### src/sv/iso_date_string_validator_assert.svh
// Assertion macros for the ISO date string validator.
// Used by iso_date_string_validator.sv; expects clk and rst_n in scope.
`ifndef ISO_DATE_STRING_VALIDATOR_ASSERT_SVH
`define ISO_DATE_STRING_VALIDATOR_ASSERT_SVH

// Same-cycle implication, checked out of reset.
`define IDSV_ASSERT_NOW(lbl, ante, cons, msg) \
  lbl: assert property (@(posedge clk) disable iff (!rst_n) (ante) |-> (cons)) \
    else $error(msg);

// Next-cycle implication, checked out of reset.
`define IDSV_ASSERT_NEXT(lbl, ante, cons, msg) \
  lbl: assert property (@(posedge clk) disable iff (!rst_n) (ante) |=> (cons)) \
    else $error(msg);

`endif

### src/sv/idsv_pkg.sv
// Package for the ISO date string validator: character codes, positions,
// and the digit and month-length helpers. No dependencies.
package idsv_pkg;

  localparam logic [7:0] CHAR_ZERO   = 8'h30;
  localparam logic [7:0] CHAR_NINE   = 8'h39;
  localparam logic [7:0] CHAR_HYPHEN = 8'h2D;

  localparam int unsigned POS_W = 4;

  localparam logic [POS_W-1:0] POS_CENT_END  = 4'd2;
  localparam logic [POS_W-1:0] POS_HYPHEN_A  = 4'd4;
  localparam logic [POS_W-1:0] POS_HYPHEN_B  = 4'd7;
  localparam logic [POS_W-1:0] POS_LAST      = 4'd9;
  localparam logic [POS_W-1:0] POS_END       = 4'd10;
  localparam logic [POS_W-1:0] POS_SAT       = 4'd11;

  localparam int unsigned ACC_W   = 7;
  localparam int unsigned YEAR_W  = 14;
  localparam int unsigned MONTH_W = 4;
  localparam int unsigned DAY_W   = 5;

  localparam logic [ACC_W-1:0] MIN_CENTURY = 7'd10;
  localparam logic [ACC_W-1:0] MONTH_FEB   = 7'd2;
  localparam logic [ACC_W-1:0] MONTH_DEC   = 7'd12;

  typedef logic [ACC_W-1:0] acc_t;

  // acc * 10 + d, kept to the accumulator width
  function automatic acc_t push_digit(input acc_t acc, input logic [3:0] d);
    logic [ACC_W+3:0] sum;
    begin
      sum = {acc, 3'b000} + {2'b00, acc, 1'b0} + {{ACC_W{1'b0}}, d};
      return sum[ACC_W-1:0];
    end
  endfunction

  // days in a month 1..12; codes outside that range never pass the month check
  function automatic logic [DAY_W-1:0] month_days(input acc_t month, input logic leap);
    logic [DAY_W-1:0] days;
    begin
      unique case (month)
        7'd2:                      days = leap ? 5'd29 : 5'd28;
        7'd4, 7'd6, 7'd9, 7'd11:   days = 5'd30;
        default:                   days = 5'd31;
      endcase
      return days;
    end
  endfunction

endpackage

### src/sv/iso_date_string_validator.sv
// ISO 8601 date string validator (YYYY-MM-DD), top level.
// Depends on idsv_pkg and iso_date_string_validator_assert.svh.

// Takes one ASCII character per word, with tlast on the final character of a
// string, and returns one result word per string. The result's tuser is
// date_ok: high only if the string was exactly ten characters, had hyphens at
// positions 4 and 7 and digits elsewhere, the year is 1000..9999, the month
// 1..12 and the day within that month under the Gregorian leap rule; otherwise
// tdata is all zero. Throughput is one character per cycle outside the stall
// below: each word is captured in an input register, runs through one shallow
// level of digit accumulation and range checks, and a final character then
// lands in the result register, which offers the result. The input stalls
// only while a final character waits in the input register and the result
// register still holds an untaken word.
module iso_date_string_validator (
  input  logic        clk,
  input  logic        rst_n,
  input  logic        in_tvalid,
  output logic        in_tready,
  input  logic [7:0]  in_tdata,   // [7:0] char_code
  input  logic        in_tlast,   // is_final
  output logic        out_tvalid,
  input  logic        out_tready,
  output logic [23:0] out_tdata,  // [13:0] year_value, [17:14] month_value,
                                  // [22:18] day_value, [23] zero
  output logic        out_tuser   // date_ok
);

  localparam int unsigned PW = idsv_pkg::POS_W;
  localparam int unsigned AW = idsv_pkg::ACC_W;
  localparam int unsigned YW = idsv_pkg::YEAR_W;
  localparam int unsigned MW = idsv_pkg::MONTH_W;
  localparam int unsigned DW = idsv_pkg::DAY_W;

  // input register
  logic       in_valid_r, in_valid_nxt;
  logic [7:0] in_char_r;
  logic       in_last_r;

  // string state
  logic [PW-1:0]     pos_r, pos_nxt;
  logic              ferr_r, ferr_nxt;
  idsv_pkg::acc_t    cent_r, cent_nxt;
  idsv_pkg::acc_t    ylow_r, ylow_nxt;
  idsv_pkg::acc_t    mon_r, mon_nxt;
  idsv_pkg::acc_t    day_r, day_nxt;

  // result register
  logic          out_valid_r, out_valid_nxt;
  logic          ok_r, ok_nxt;
  logic [YW-1:0] year_r, year_nxt;
  logic [MW-1:0] month_r, month_nxt;
  logic [DW-1:0] dayo_r, dayo_nxt;

  logic out_adv, proc, in_acc;

  // Advance the result register when it is empty or being taken; a non-final
  // character never needs it, so let it through regardless.
  assign out_adv   = !out_valid_r || out_tready;
  assign proc      = in_valid_r && (!in_last_r || out_adv);
  assign in_tready = !in_valid_r || proc;
  assign in_acc    = in_tvalid && in_tready;

  assign in_valid_nxt = in_acc ? 1'b1 : (proc ? 1'b0 : in_valid_r);

  // per-character update
  logic           is_digit;
  logic [3:0]     digit;
  logic           leap, ok_calc;
  logic [YW-1:0]  year_calc;
  logic [DW-1:0]  max_day;
  idsv_pkg::acc_t cent_u, ylow_u, mon_u, day_u;
  logic           ferr_u;

  always_comb begin
    is_digit = (in_char_r >= idsv_pkg::CHAR_ZERO) && (in_char_r <= idsv_pkg::CHAR_NINE);
    digit    = 4'(in_char_r - idsv_pkg::CHAR_ZERO);
    cent_u   = cent_r;
    ylow_u   = ylow_r;
    mon_u    = mon_r;
    day_u    = day_r;
    ferr_u   = ferr_r;
    if (pos_r < idsv_pkg::POS_END) begin
      if (pos_r == idsv_pkg::POS_HYPHEN_A || pos_r == idsv_pkg::POS_HYPHEN_B) begin
        if (in_char_r != idsv_pkg::CHAR_HYPHEN) ferr_u = 1'b1;
      end else if (!is_digit) begin
        ferr_u = 1'b1;
      end else if (pos_r < idsv_pkg::POS_CENT_END) begin
        cent_u = idsv_pkg::push_digit(cent_r, digit);
      end else if (pos_r < idsv_pkg::POS_HYPHEN_A) begin
        ylow_u = idsv_pkg::push_digit(ylow_r, digit);
      end else if (pos_r < idsv_pkg::POS_HYPHEN_B) begin
        mon_u = idsv_pkg::push_digit(mon_r, digit);
      end else begin
        day_u = idsv_pkg::push_digit(day_r, digit);
      end
    end

    // With a clean format both halves of the year are below 100, so the leap
    // rule reduces to the low pair, or the century when the low pair is zero.
    leap      = (ylow_u != '0) ? (ylow_u[1:0] == 2'b00) : (cent_u[1:0] == 2'b00);
    max_day   = idsv_pkg::month_days(mon_u, leap && (mon_u == idsv_pkg::MONTH_FEB));
    year_calc = YW'(cent_u) * YW'(100) + YW'(ylow_u);
    ok_calc   = (pos_r == idsv_pkg::POS_LAST) && !ferr_u
             && (cent_u >= idsv_pkg::MIN_CENTURY)
             && (mon_u != '0) && (mon_u <= idsv_pkg::MONTH_DEC)
             && (day_u != '0) && (day_u <= AW'(max_day));
  end

  always_comb begin
    pos_nxt  = pos_r;
    ferr_nxt = ferr_r;
    cent_nxt = cent_r;
    ylow_nxt = ylow_r;
    mon_nxt  = mon_r;
    day_nxt  = day_r;
    if (proc) begin
      if (in_last_r) begin
        // drop the string state, the next word starts a new string
        pos_nxt  = '0;
        ferr_nxt = 1'b0;
        cent_nxt = '0;
        ylow_nxt = '0;
        mon_nxt  = '0;
        day_nxt  = '0;
      end else begin
        pos_nxt  = (pos_r < idsv_pkg::POS_SAT) ? pos_r + PW'(1) : pos_r;
        ferr_nxt = ferr_u;
        cent_nxt = cent_u;
        ylow_nxt = ylow_u;
        mon_nxt  = mon_u;
        day_nxt  = day_u;
      end
    end
  end

  always_comb begin
    out_valid_nxt = out_valid_r;
    ok_nxt        = ok_r;
    year_nxt      = year_r;
    month_nxt     = month_r;
    dayo_nxt      = dayo_r;
    if (out_tready) out_valid_nxt = 1'b0;
    if (proc && in_last_r) begin
      out_valid_nxt = 1'b1;
      ok_nxt        = ok_calc;
      year_nxt      = ok_calc ? year_calc : '0;
      month_nxt     = ok_calc ? mon_u[MW-1:0] : '0;
      dayo_nxt      = ok_calc ? day_u[DW-1:0] : '0;
    end
  end

  always_ff @(posedge clk) begin
    if (!rst_n) begin
      in_valid_r  <= 1'b0;
      out_valid_r <= 1'b0;
      pos_r       <= '0;
      ferr_r      <= 1'b0;
      cent_r      <= '0;
      ylow_r      <= '0;
      mon_r       <= '0;
      day_r       <= '0;
    end else begin
      in_valid_r  <= in_valid_nxt;
      out_valid_r <= out_valid_nxt;
      pos_r       <= pos_nxt;
      ferr_r      <= ferr_nxt;
      cent_r      <= cent_nxt;
      ylow_r      <= ylow_nxt;
      mon_r       <= mon_nxt;
      day_r       <= day_nxt;
    end
  end

  always_ff @(posedge clk) begin
    if (in_acc) begin
      in_char_r <= in_tdata;
      in_last_r <= in_tlast;
    end
    ok_r    <= ok_nxt;
    year_r  <= year_nxt;
    month_r <= month_nxt;
    dayo_r  <= dayo_nxt;
  end

  assign out_tvalid = out_valid_r;
  assign out_tuser  = ok_r;
  assign out_tdata  = {1'b0, dayo_r, month_r, year_r};

  // terms for the checks below
  logic month_in_range, str_clear;

  assign month_in_range = (month_r != '0) && (month_r <= MW'(idsv_pkg::MONTH_DEC));
  assign str_clear      = (pos_r == '0) && !ferr_r;

`include "iso_date_string_validator_assert.svh"

  `IDSV_ASSERT_NOW(a_month_range, out_tvalid && ok_r, month_in_range, "month out of range")
  `IDSV_ASSERT_NOW(a_bad_is_zero, out_tvalid && !ok_r, out_tdata == '0, "nonzero reject")
  `IDSV_ASSERT_NEXT(a_clear_after_last, proc && in_last_r, str_clear, "state not cleared")

endmodule
### config.mk
export PLATFORM = sky130hd
export DESIGN_NAME = iso_date_string_validator
export DESIGN_NICKNAME = d
export VERILOG_FILES = /design/src/sv/idsv_pkg.sv /design/src/sv/iso_date_string_validator.sv
export VERILOG_INCLUDE_DIRS = /design/src /design/src/sv
export SDC_FILE = /design/constraint.sdc
export NUM_CORES = 1
export LEC_CHECK = 0
export BUFFER_PORTS_ARGS = -buffer_cell sky130_fd_sc_hd__buf_4
export CORE_MARGIN = 2
export CORE_UTILIZATION = 55
export DETAILED_ROUTE_END_ITERATION = 10
export GPL_ROUTABILITY_DRIVEN = 0
export PLACE_DENSITY_LB_ADDON = 0.2
export SLEW_MARGIN = 20
export SYNTH_ARGS = -nofsm -noshare
export SYNTH_HDL_FRONTEND = slang
export SYNTH_SLANG_ARGS = --single-unit
export TNS_END_PERCENT = 50
### constraint.sdc
create_clock -name clk -period 5.7 [get_ports clk]
set_input_delay 0.855 -clock clk [delete_from_list [all_inputs] [get_ports clk]]
set_output_delay 0.855 -clock clk [all_outputs]
set_load 0.1 [all_outputs]
; Word-level counts from Yosys, hierarchy flattened
; Index checks and enable logic that the tools add are counted.
[op_classes]
add_sub_neg = 11
multipliers = 1
n_lt_le_gt_ge = 10
n_eq_ne = 9
n_mux = 39
reduce_logical = 29
[ops]
columns = operator, n
row1 = 7-bit two-way mux, 25
row2 = 7-bit by 4-bit adder with 7-bit output, 4
row3 = 7-bit adder, 4
row4 = 7-bit nonzero test, 3
row5 = 14-bit by 7-bit adder with 14-bit output, 1
row6 = 7-bit by 3-bit == test with 1-bit output (second input constant), 2
row7 = 7-bit by 4-bit == test with 1-bit output (second input constant), 2
row8 = 7-bit by 5-bit multiplier with 12-bit output (second input constant), 1
row9 = 1-bit logical AND, 11
row10 = 1-bit two-way mux, 11
row11 = 4-bit by 3-bit == test with 1-bit output (second input constant), 2
row12 = 8-bit by 6-bit >= comparator with 1-bit output (second input constant), 1
row13 = 8-bit by 6-bit less-or-equal comparator with 1-bit output (second input constant), 1
row14 = 4-bit by 3-bit < comparator with 1-bit output (second input constant), 2
row15 = 4-bit < comparator (second input constant), 2
row16 = 4-bit two-way mux, 2
row17 = 8-bit by 6-bit inequality test with 1-bit output (second input constant), 1
row18 = 7-bit by 2-bit == test with 1-bit output (second input constant), 1
row19 = 7-bit by 4-bit >= comparator with 1-bit output (second input constant), 1
row20 = 7-bit by 4-bit less-or-equal comparator with 1-bit output (second input constant), 1
row21 = 7-bit by 5-bit less-or-equal comparator with 1-bit output, 1
row22 = 2-bit nonzero test, 3
row23 = 4-bit by 1-bit adder with 4-bit output (second input constant), 1
row24 = 4-bit == test (second input constant), 1
row25 = other kinds (8), 15
[totals]
regBits = 68
input_bits = 13
output_inout_bits = 27
wordCells = 113

; Depth between registers and ports, before layout
; Gate-level depths: netlist of the first run.
[depth]
depth_word = 14
depth_mapped = 21
ltp_nobuf = 21

; Least setup slack after synthesis of the first run
; No wires, ideal clock.
[synth_timing]
path_type = register -> register
start = register in_char_r[3]
end = register year_r[13], data pin
arrival_ns = 4.614
t_required_ns = 5.526
path_slack_ns = 0.912
path_stages_with_launch = 19
n_path_buf = 0
period_less_slack_ns = 4.788
cell_sequence = edfxtp_1 inv_1 fa_1 fa_1 nor2b_1 o21ai_0 and3_1 o31ai_2 ha_1 ha_1 ha_1 ha_1 or2_2 o21ai_0 a21o_1 a311oi_1 nor3_1 a21oi_1 a311oi_1
[synth_between]
elab_chain_len = 14
[synth_lines]
columns = element, line
row1 = from (decl), iso_date_string_validator.sv:37  ; logic [7:0] in_char_r;
row2 = from (signal assigned), iso_date_string_validator.sv:177  ; in_char_r <= in_tdata;
row3 = "parallel branches: the longest is 14 deep, another holds 14-bit by 7-bit adder with 14-bit output", --
row4 = to (signal assigned), iso_date_string_validator.sv:181  ; year_r <= year_nxt;
row5 = to (decl), iso_date_string_validator.sv:51  ; logic [YW-1:0] year_r, year_nxt;
; Several ways; the timed one is not identified.
; A chain may end at the register's enable or synchronous reset.

; Final worst setup path of the first run
; Same ends and word-level chain as after synthesis.

==> flow_summary.json, run 1 <==
{
  "grt_pass1_wl_um": 18680,
  "reg2reg_slack_ns": 0.37,
  "hold_depth": 2,
  "dieWidth_um": 102.3,
  "status": "finished clean",
  "coreArea_sq_um": 9328,
  "cts_tree": "yes",
  "grt_pass1_vias": 3907,
  "maxCapViolations": 0,
  "hold_slack_ns": 0.4828,
  "endpoint_kind": "flip-flop",
  "avgSynthCellArea_sq_um": 9.489,
  "vias": 4080,
  "rr_worst_depth": 18,
  "die_area_sq_um": 10460,
  "synth_fa_ha_area_share_pct": 21.17,
  "cellLeakagePower_nw": 2.558,
  "final_util_pct": 62.79,
  "slew_headroom_pct": 34.88,
  "ant_nets": 0,
  "ys_ff_latch": 68,
  "muxShareOfSynthArea_pct": 3.014,
  "die_height_um": 102.3,
  "yosysWarnings": 0,
  "arrival_ns": 5.48,
  "synth-compound-area-share_pct": 14.46,
  "yosys.area_share.simple_pct": 18.88,
  "syn_to_final_growth_pct": 10.22,
  "path_class": "reg -> reg",
  "worstMarginPinSlew_ns": 0.9757,
  "wl_um": 11010,
  "layout_commonest_cell": "ha_1",
  "critPathLaunchType": "flip-flop",
  "finalCriticalPeriod_ns": 5.330,
  "wire_per_inst_um": 15.20,
  "timing.rr.end": "year_r[13]",
  "grt_max_degree": 35,
  "drc_errors": 0,
  "overflow": 0,
  "io_pins": 40,
  "post-route-period-util_pct": 93.50,
  "layout-drive-gt1-share_pct": 15.97,
  "synth_seq_area_share_pct": 31.83,
  "path_clk_slew_ns": 0.07,
  "synth_top_family_by_area": "adder cells",
  "drt_iter0_drc": 183,
  "synthFlopType": "dfxtp_1",
  "dp_hpwl_um": 8282,
  "initial_core_util_pct": 56.97,
  "fillers": 803,
  "cp_max_fo": 7,
  "synth_xor_area_share_pct": 5.274,
  "hp-class": "reg -> reg",
  "root_buffer": "clkbuf_8",
  "maxSlewViolCount": 0,
  "hold_start": "ferr_r",
  "min_to": "ferr_r",
  "reg2reg_from": "in_char_r[3]",
  "worstPathRequired_ns": 5.85,
  "cts_buffer_depth": 2,
  "insertion_delay_ns": 0.35,
  "numCtsBuffers": 9,
  "fin_setup_tns_ns": 0,
  "post_cts_buffers": 0,
  "ir_drop_mv": 0.1127,
  "htree_levels": 3,
  "netlist_instances": 560,
  "grtUsageTotal_pct": 23.01,
  "firstDrtPassIters": 4,
  "critPathLaunch": "in_char_r[3]",
  "finClkSkew_ns": 0.01603,
  "syn-num-nets": 656,
  "setup_viol": 0,
  "antenna_found_initial": 0,
  "synthArstFlopShare_pct": 0,
  "pwr_density_cell_nw_per_um2": 174.2,
  "nets": 686,
  "antenna_cells": 0,
  "mostFrequentLayoutCells": "ha_1 (73), inv_1 (43), buf_4 (40), nand2_1 (38), dfxtp_1 (35)",
  "syn-cell-area_sq_um": 5314,
  "cts.sink_count": 68,
  "vias_per_cell": 5.635,
  "finalHoldViolCount": 0,
  "max_freq_ghz": 0.1876,
  "rsz0062_at_grt": "false",
  "synth-edff-count": 33,
  "synthDistinctLibCells": 68,
  "portBuffers": 38,
  "num_rows": 35
}
flip-flops by register name, indices dropped and copies added (netlist names):
signal,flops
out_tvalid,1
ylow_r,7
mon_r,7
month_r,4
year_r,14
out_tuser,1
day_r,7
cent_r,7
dayo_r,5
ferr_r,1
in_char_r,8
pos_r,4
in_last_r,1
in_valid_r,1
power by group:
group	leakage [nW]	switching, W	internal (W)
combinational	1.85	0.0000632	0.0000267
clock	0.0970	0.000200	0.000203
sequential	0.611	0.00000846	0.000519
worst max-delay path by stage:
stage               slack (ns)    endpoint  cells past startpoint
floorplan                 0.91  year_r[13]                     18
global placement          0.56  year_r[13]                     21
detailed placement        0.35  year_r[13]                     21
CTS                       0.32  year_r[13]                     21
global route              0.11  year_r[13]                     18
finish                    0.37  year_r[13]                     18
critical path, stage by stage (launching register included):
cell	delay, ns
edfxtp_1	0.54
inv_1	0.18
fa_1	0.47
fa_1	0.45
nor2b_1	0.16
o21ai_0	0.11
and3_1	0.19
o31ai_2	0.47
ha_1	0.33
ha_1	0.30
ha_1	0.31
ha_1	0.37
or2_2	0.32
o21ai_0	0.15
a21o_1	0.10
a311oi_1	0.06
nor3_1	0.26
a21oi_1	0.11
a311oi_1	0.26
logic make-up after synthesis:
family	count (synthesis)
other cells	1
fa+ha+maj	84
xor+xnor	32
simple gates	180
flops	68
compound gates	114
buf+inv	66
mux	15
area by class of cell:
class | count | area [sq um] | share of cell area [%]
clock buffer | 10 | 127.6 | 2.179
clock inverter | 6 | 62.56 | 1.068
inverter | 45 | 168.9 | 2.884
multi-input combinational | 426 | 3344 | 57.10
sequential | 68 | 1692 | 28.88
tap | 129 | 161.4 | 2.756
timing repair buffer | 40 | 300.3 | 5.127
per-layer routing:
| layer | wire length, um | up-vias | global-route usage (%) | share of wire (%) |
|---|---|---|---|---|
| li1 | - | 2039 | - | - |
| met1 | 5029 | 1920 | 31.85 | 46 |
| met2 | 5162 | 109 | 36.79 | 47 |
| met3 | 657 | 12 | 4.720 | 6.0 |
| met4 | 157 | 0 | 6.256 | 1.4 |
| met5 | 0 | - | 0 | 0 |
synthesized netlist by cell type (all sizes together), types with 2 or more instances:
cell    number  area [sq um]
o21ai       24         127.6
o41ai        2         17.52
fa          10         200.2
or2          2         12.51
xnor2       19         166.4
mux2         5         60.05
nand3b       2         15.01
mux2i       10         100.1
a211oi       2         15.01
nor2        36         172.7
nand3       11         60.06
a21boi       2         15.02
edfxtp      33         991.0
nor4         3         18.77
nor2b       32         200.2
a21oi       27         153.9
nand4        3         33.78
o21a         4         30.03
a22oi       15         112.6
o211ai       4         30.03
a21o        10         75.07
a31o         2         17.52
nor3b        3         27.52
nand2       38         142.6
buf          9         67.55
xor2        13         113.9
a311oi       2         17.52
clkbuf      12         45.04
a32oi        3         26.28
or4          2         15.01
and2        13         81.33
and4         3         26.28
nor3        13         65.06
and3         3         18.77
nand2b       7         43.79
dfxtp       35         700.7
a31oi        7         43.79
inv         45         168.9
or3          5         31.28
o31ai        3         27.52
ha          73         913.4
timing repair:
item	4_1_cts	5_1_grt
hold buffers	0	0
hold endpoints to repair	0	0
gates resized for setup	0	1
endpoints found under the setup margin	0	1
stage by stage:
| stage | cell area (sq um) | cells | total power (W) | setup WS (ns) |
|---|---|---|---|---|
| 6_report | 5857 | 724 | 0.001020 | 0.3705 |
| 5_1_grt | 5857 | 724 | 0.001056 | 0.1122 |
| 4_1_cts | 5853 | 724 | 0.001030 | 0.3245 |
| 3_5_place_dp | 5663 | 708 | 0.0006287 | 0.3526 |
| 3_3_place_gp | 5663 | 708 | 0.0006271 | 0.5600 |
| 2_1_floorplan | 5314 | 560 | 0.0006019 | 0.9120 |
Note: power is estimated with default switching activity, not from simulation.
==> inputs of run 2 (changes only) <==
ABC_AREA = 1   (was not set)
CORE_UTILIZATION = 62   (was 55)
==> flow_summary.json, run 2 <==
{
  "setup_slack_ns": 0.7431,
  "io_pins": 40,
  "die_height_um": 98.04,
  "cp_max_fo": 6,
  "vias": 4913,
  "endpoint_kind": "flip-flop",
  "cts_tree": "yes",
  "synthFlopType": "dfxtp_1",
  "hp-class": "reg -> reg",
  "post_cts_buffers": 0,
  "maxCapViolations": 0,
  "wire_per_inst_um": 13.88,
  "top_register": "year_r",
  "fin_setup_tns_ns": 0,
  "syn-num-nets": 844,
  "stdcell_count": 900,
  "cts.hold.buffers_added": 0,
  "dieWidth_um": 98.04,
  "critical_path_buf_inv_count": 2,
  "overflow": 0,
  "synth_area_leaders": "edfxtp_1 (18%), ha_1 (17%), nand2_1 (15%)",
  "post-route-period-util_pct": 86.96,
  "status": "finished clean",
  "worstPathRequired_ns": 5.82,
  "num_rows": 34,
  "cp_top_family": "adder cells",
  "pwr_density_cell_nw_per_um2": 175.4,
  "synthDistinctLibCells": 40,
  "critPathLaunchType": "flip-flop",
  "nets": 883,
  "grt_pass1_wl_um": 21150,
  "synth_top_area_share_pct": 18.07,
  "p_clk_share_pct": 40.6,
  "firstDrtPassIters": 5,
  "grt_use_met1_pct": 33.10,
  "ff_latch_area_sq_um": 1692,
  "yosysWarnings": 0,
  "grtUsageMet2_pct": 45.89,
  "cellInternalPower_w": 0.0007565,
  "netlist_instances": 748,
  "mostFrequentLayoutCells": "nand2_1 (224), inv_1 (109), ha_1 (73), nor2_1 (60), a21oi_1 (52)",
  "grtUsageTotal_pct": 26.88,
  "largest_reg_flops": 14,
  "coreArea_sq_um": 8636,
  "synth_common_cells": "nand2_1 (225), inv_1 (110), ha_1 (73)",
  "cp_slowest_cell": "edfxtp_1",
  "critPathMaxStageDelay_ns": 0.49,
  "grt_pass1_vias": 4815,
  "crit_chain": "inv_1 -> fa_1 -> fa_1 -> xor2_1 -> nand2_1 -> o21ai_0 -> nand2_1 -> nand2_1 -> inv_1 -> ha_1 -> ha_1 -> ha_1 -> ha_1 -> nand2_1 -> or2_2 -> nand3_1 -> nand2_1 -> nand2_1 -> nand2_1 -> nor2_1 -> nand3_1 -> a21oi_1 -> nor2_1",
  "arrival_ns": 5.08,
  "p_seq_share_pct": 49.5,
  "cellLeakagePower_nw": 3.060,
  "cts_resized": 0,
  "portBuffers": 38,
  "fillers": 694,
  "layout-drive-gt1-share_pct": 10.35,
  "path_clk_slew_ns": 0.08,
  "path_class": "reg -> reg",
  "synth_seq_area_share_pct": 30.85,
  "avgSynthCellArea_sq_um": 7.330,
  "synthArstFlopShare_pct": 0,
  "place_inst": 884,
  "die_area_sq_um": 9612,
  "ys_ff_latch": 68,
  "initial_core_util_pct": 63.49,
  "p_sw_w": 0.0003070,
  "vias_per_cell": 5.459,
  "slew_headroom_pct": 30.29,
  "antenna_cells": 0,
  "comb_power_share_pct": 10.0,
  "layout_commonest_cell": "nand2_1",
  "worstMarginPinSlew_ns": 1.045,
  "htree_levels": 3,
  "dpl_worst_slack_ns": 0.7927,
  "wl_um": 12490,
  "syn_to_final_growth_pct": 10.59,
  "grt_max_degree": 34,
  "ant_nets": 0,
  "drt_iter0_drc": 334,
  "final_util_pct": 70.21,
  "cts.sink_count": 68,
  "insertion_delay_ns": 0.37,
  "finalCriticalPeriod_ns": 4.957,
  "syn-cell-area_sq_um": 5483,
  "setup_viol": 0,
  "finClkSkew_ns": 0.02104,
  "root_buffer": "clkbuf_8",
  "cts_buffer_depth": 2,
  "antenna_found_initial": 0,
  "crit_path_frequent_cell": "nand2_1",
  "multiInputGateArea_sq_um": 3294,
  "gr-max-usage-layer": "met2",
  "grt_use_met3_pct": 5.798,
  "yosysTopAreaCell": "edfxtp_1",
  "max_freq_ghz": 0.2017,
  "finalHoldViolCount": 0,
  "synth-edff-count": 33,
  "maxSlewViolCount": 0,
  "dp_hpwl_um": 9528,
  "switching_share_pct": 28.87,
  "rsz0062_at_grt": "false",
  "drc_errors": 0,
  "largestRegisters": "year_r (14), in_char_r (8)",
  "yosysMostFrequentCell": "nand2_1",
  "numCtsBuffers": 9,
  "ir_drop_mv": 0.1702
}
==> run 2: changes by cell type after synthesis, moves of 9 or more <==
cell     change
a21o_1       -9
a21oi_1     +30
a22oi_1     -15
and2_1      -13
inv_1       +67
mux2i_1      -9
nand2_1    +187
nand3_1     +37
nor2_1      +39
nor2_2      -13
nor2b_1     -32
nor3_1      -11
xnor2_1      -9
==> run 2: tightest hold or removal path, cell delays in order, from the launching register on <==
cell	delay [ns]
dfxtp_1	0.30
inv_1	0.06
a21oi_1	0.05
==> run 2: power groups by stage <==
stage | sequential [W] | combinational, W | clock [W]
floorplan | 0.000565 | 0.0000487 | 0
global placement | 0.000537 | 0.000103 | 0
detailed placement | 0.000538 | 0.000105 | 0
CTS | 0.000526 | 0.000106 | 0.000430
global route | 0.000527 | 0.000115 | 0.000453
finish | 0.000526 | 0.000106 | 0.000431
==> run 2: kinds of logic (layout without fill, tap and decap cells) <==
kind of cell / Yosys count / count (layout) / synth area share, %
AOI/OAI and AO/OA: 79 / 79 / 7.599
xor gates and xnor gates: 16 / 16 / 2.556
adders and majority gates: 83 / 83 / 20.31
buffers and inverters: 128 / 172 / 9.106
DFF: 68 / 68 / 30.85
muxes: 1 / 1 / 0.1826
other: 1 / 1 / 0.06840
and+or+nand+nor: 372 / 372 / 29.32
==> run 2: path summary, 6_finish.rpt <==
check / start / to / slack [ns] / depth (start not counted)
hold / removal: ferr_r / ferr_r / 0.45 / 2
setup / recovery: in_char_r[3] / year_r[12] / 0.74 / 23
hold reg to reg: ferr_r / ferr_r / 0.45 / 2
setup reg to reg: in_char_r[3] / year_r[12] / 0.74 / 23
==> run 2: routing by layer <==
layer	routed length (um)	vias to the layer above
met1	5385	2234
li1	-	2481
met2	5942	162
met4	351	0
met3	808	36
met5	0	-
==> run 2: layout make-up <==
cell class	count	share of cell area (%)
Clock buffer	9	2.043
Clock inverter	7	1.362
Inverter	116	7.181
Multi-Input combinational cell	552	54.33
Sequential cell	68	27.90
Tap cell	108	2.229
Timing Repair Buffer	40	4.953
==> run 2: stage by stage <==
step / area, sq um / total power [W] / hold WS, ns
3_5_place_dp: 5854 / 0.0006424 / 0.4411
6_report: 6063 / 0.001064 / 0.4493
3_3_place_gp: 5854 / 0.0006403 / 0.4390
4_1_cts: 6061 / 0.001062 / 0.4520
2_1_floorplan: 5483 / 0.0006138 / 0.4276
5_1_grt: 6063 / 0.001095 / 0.5015
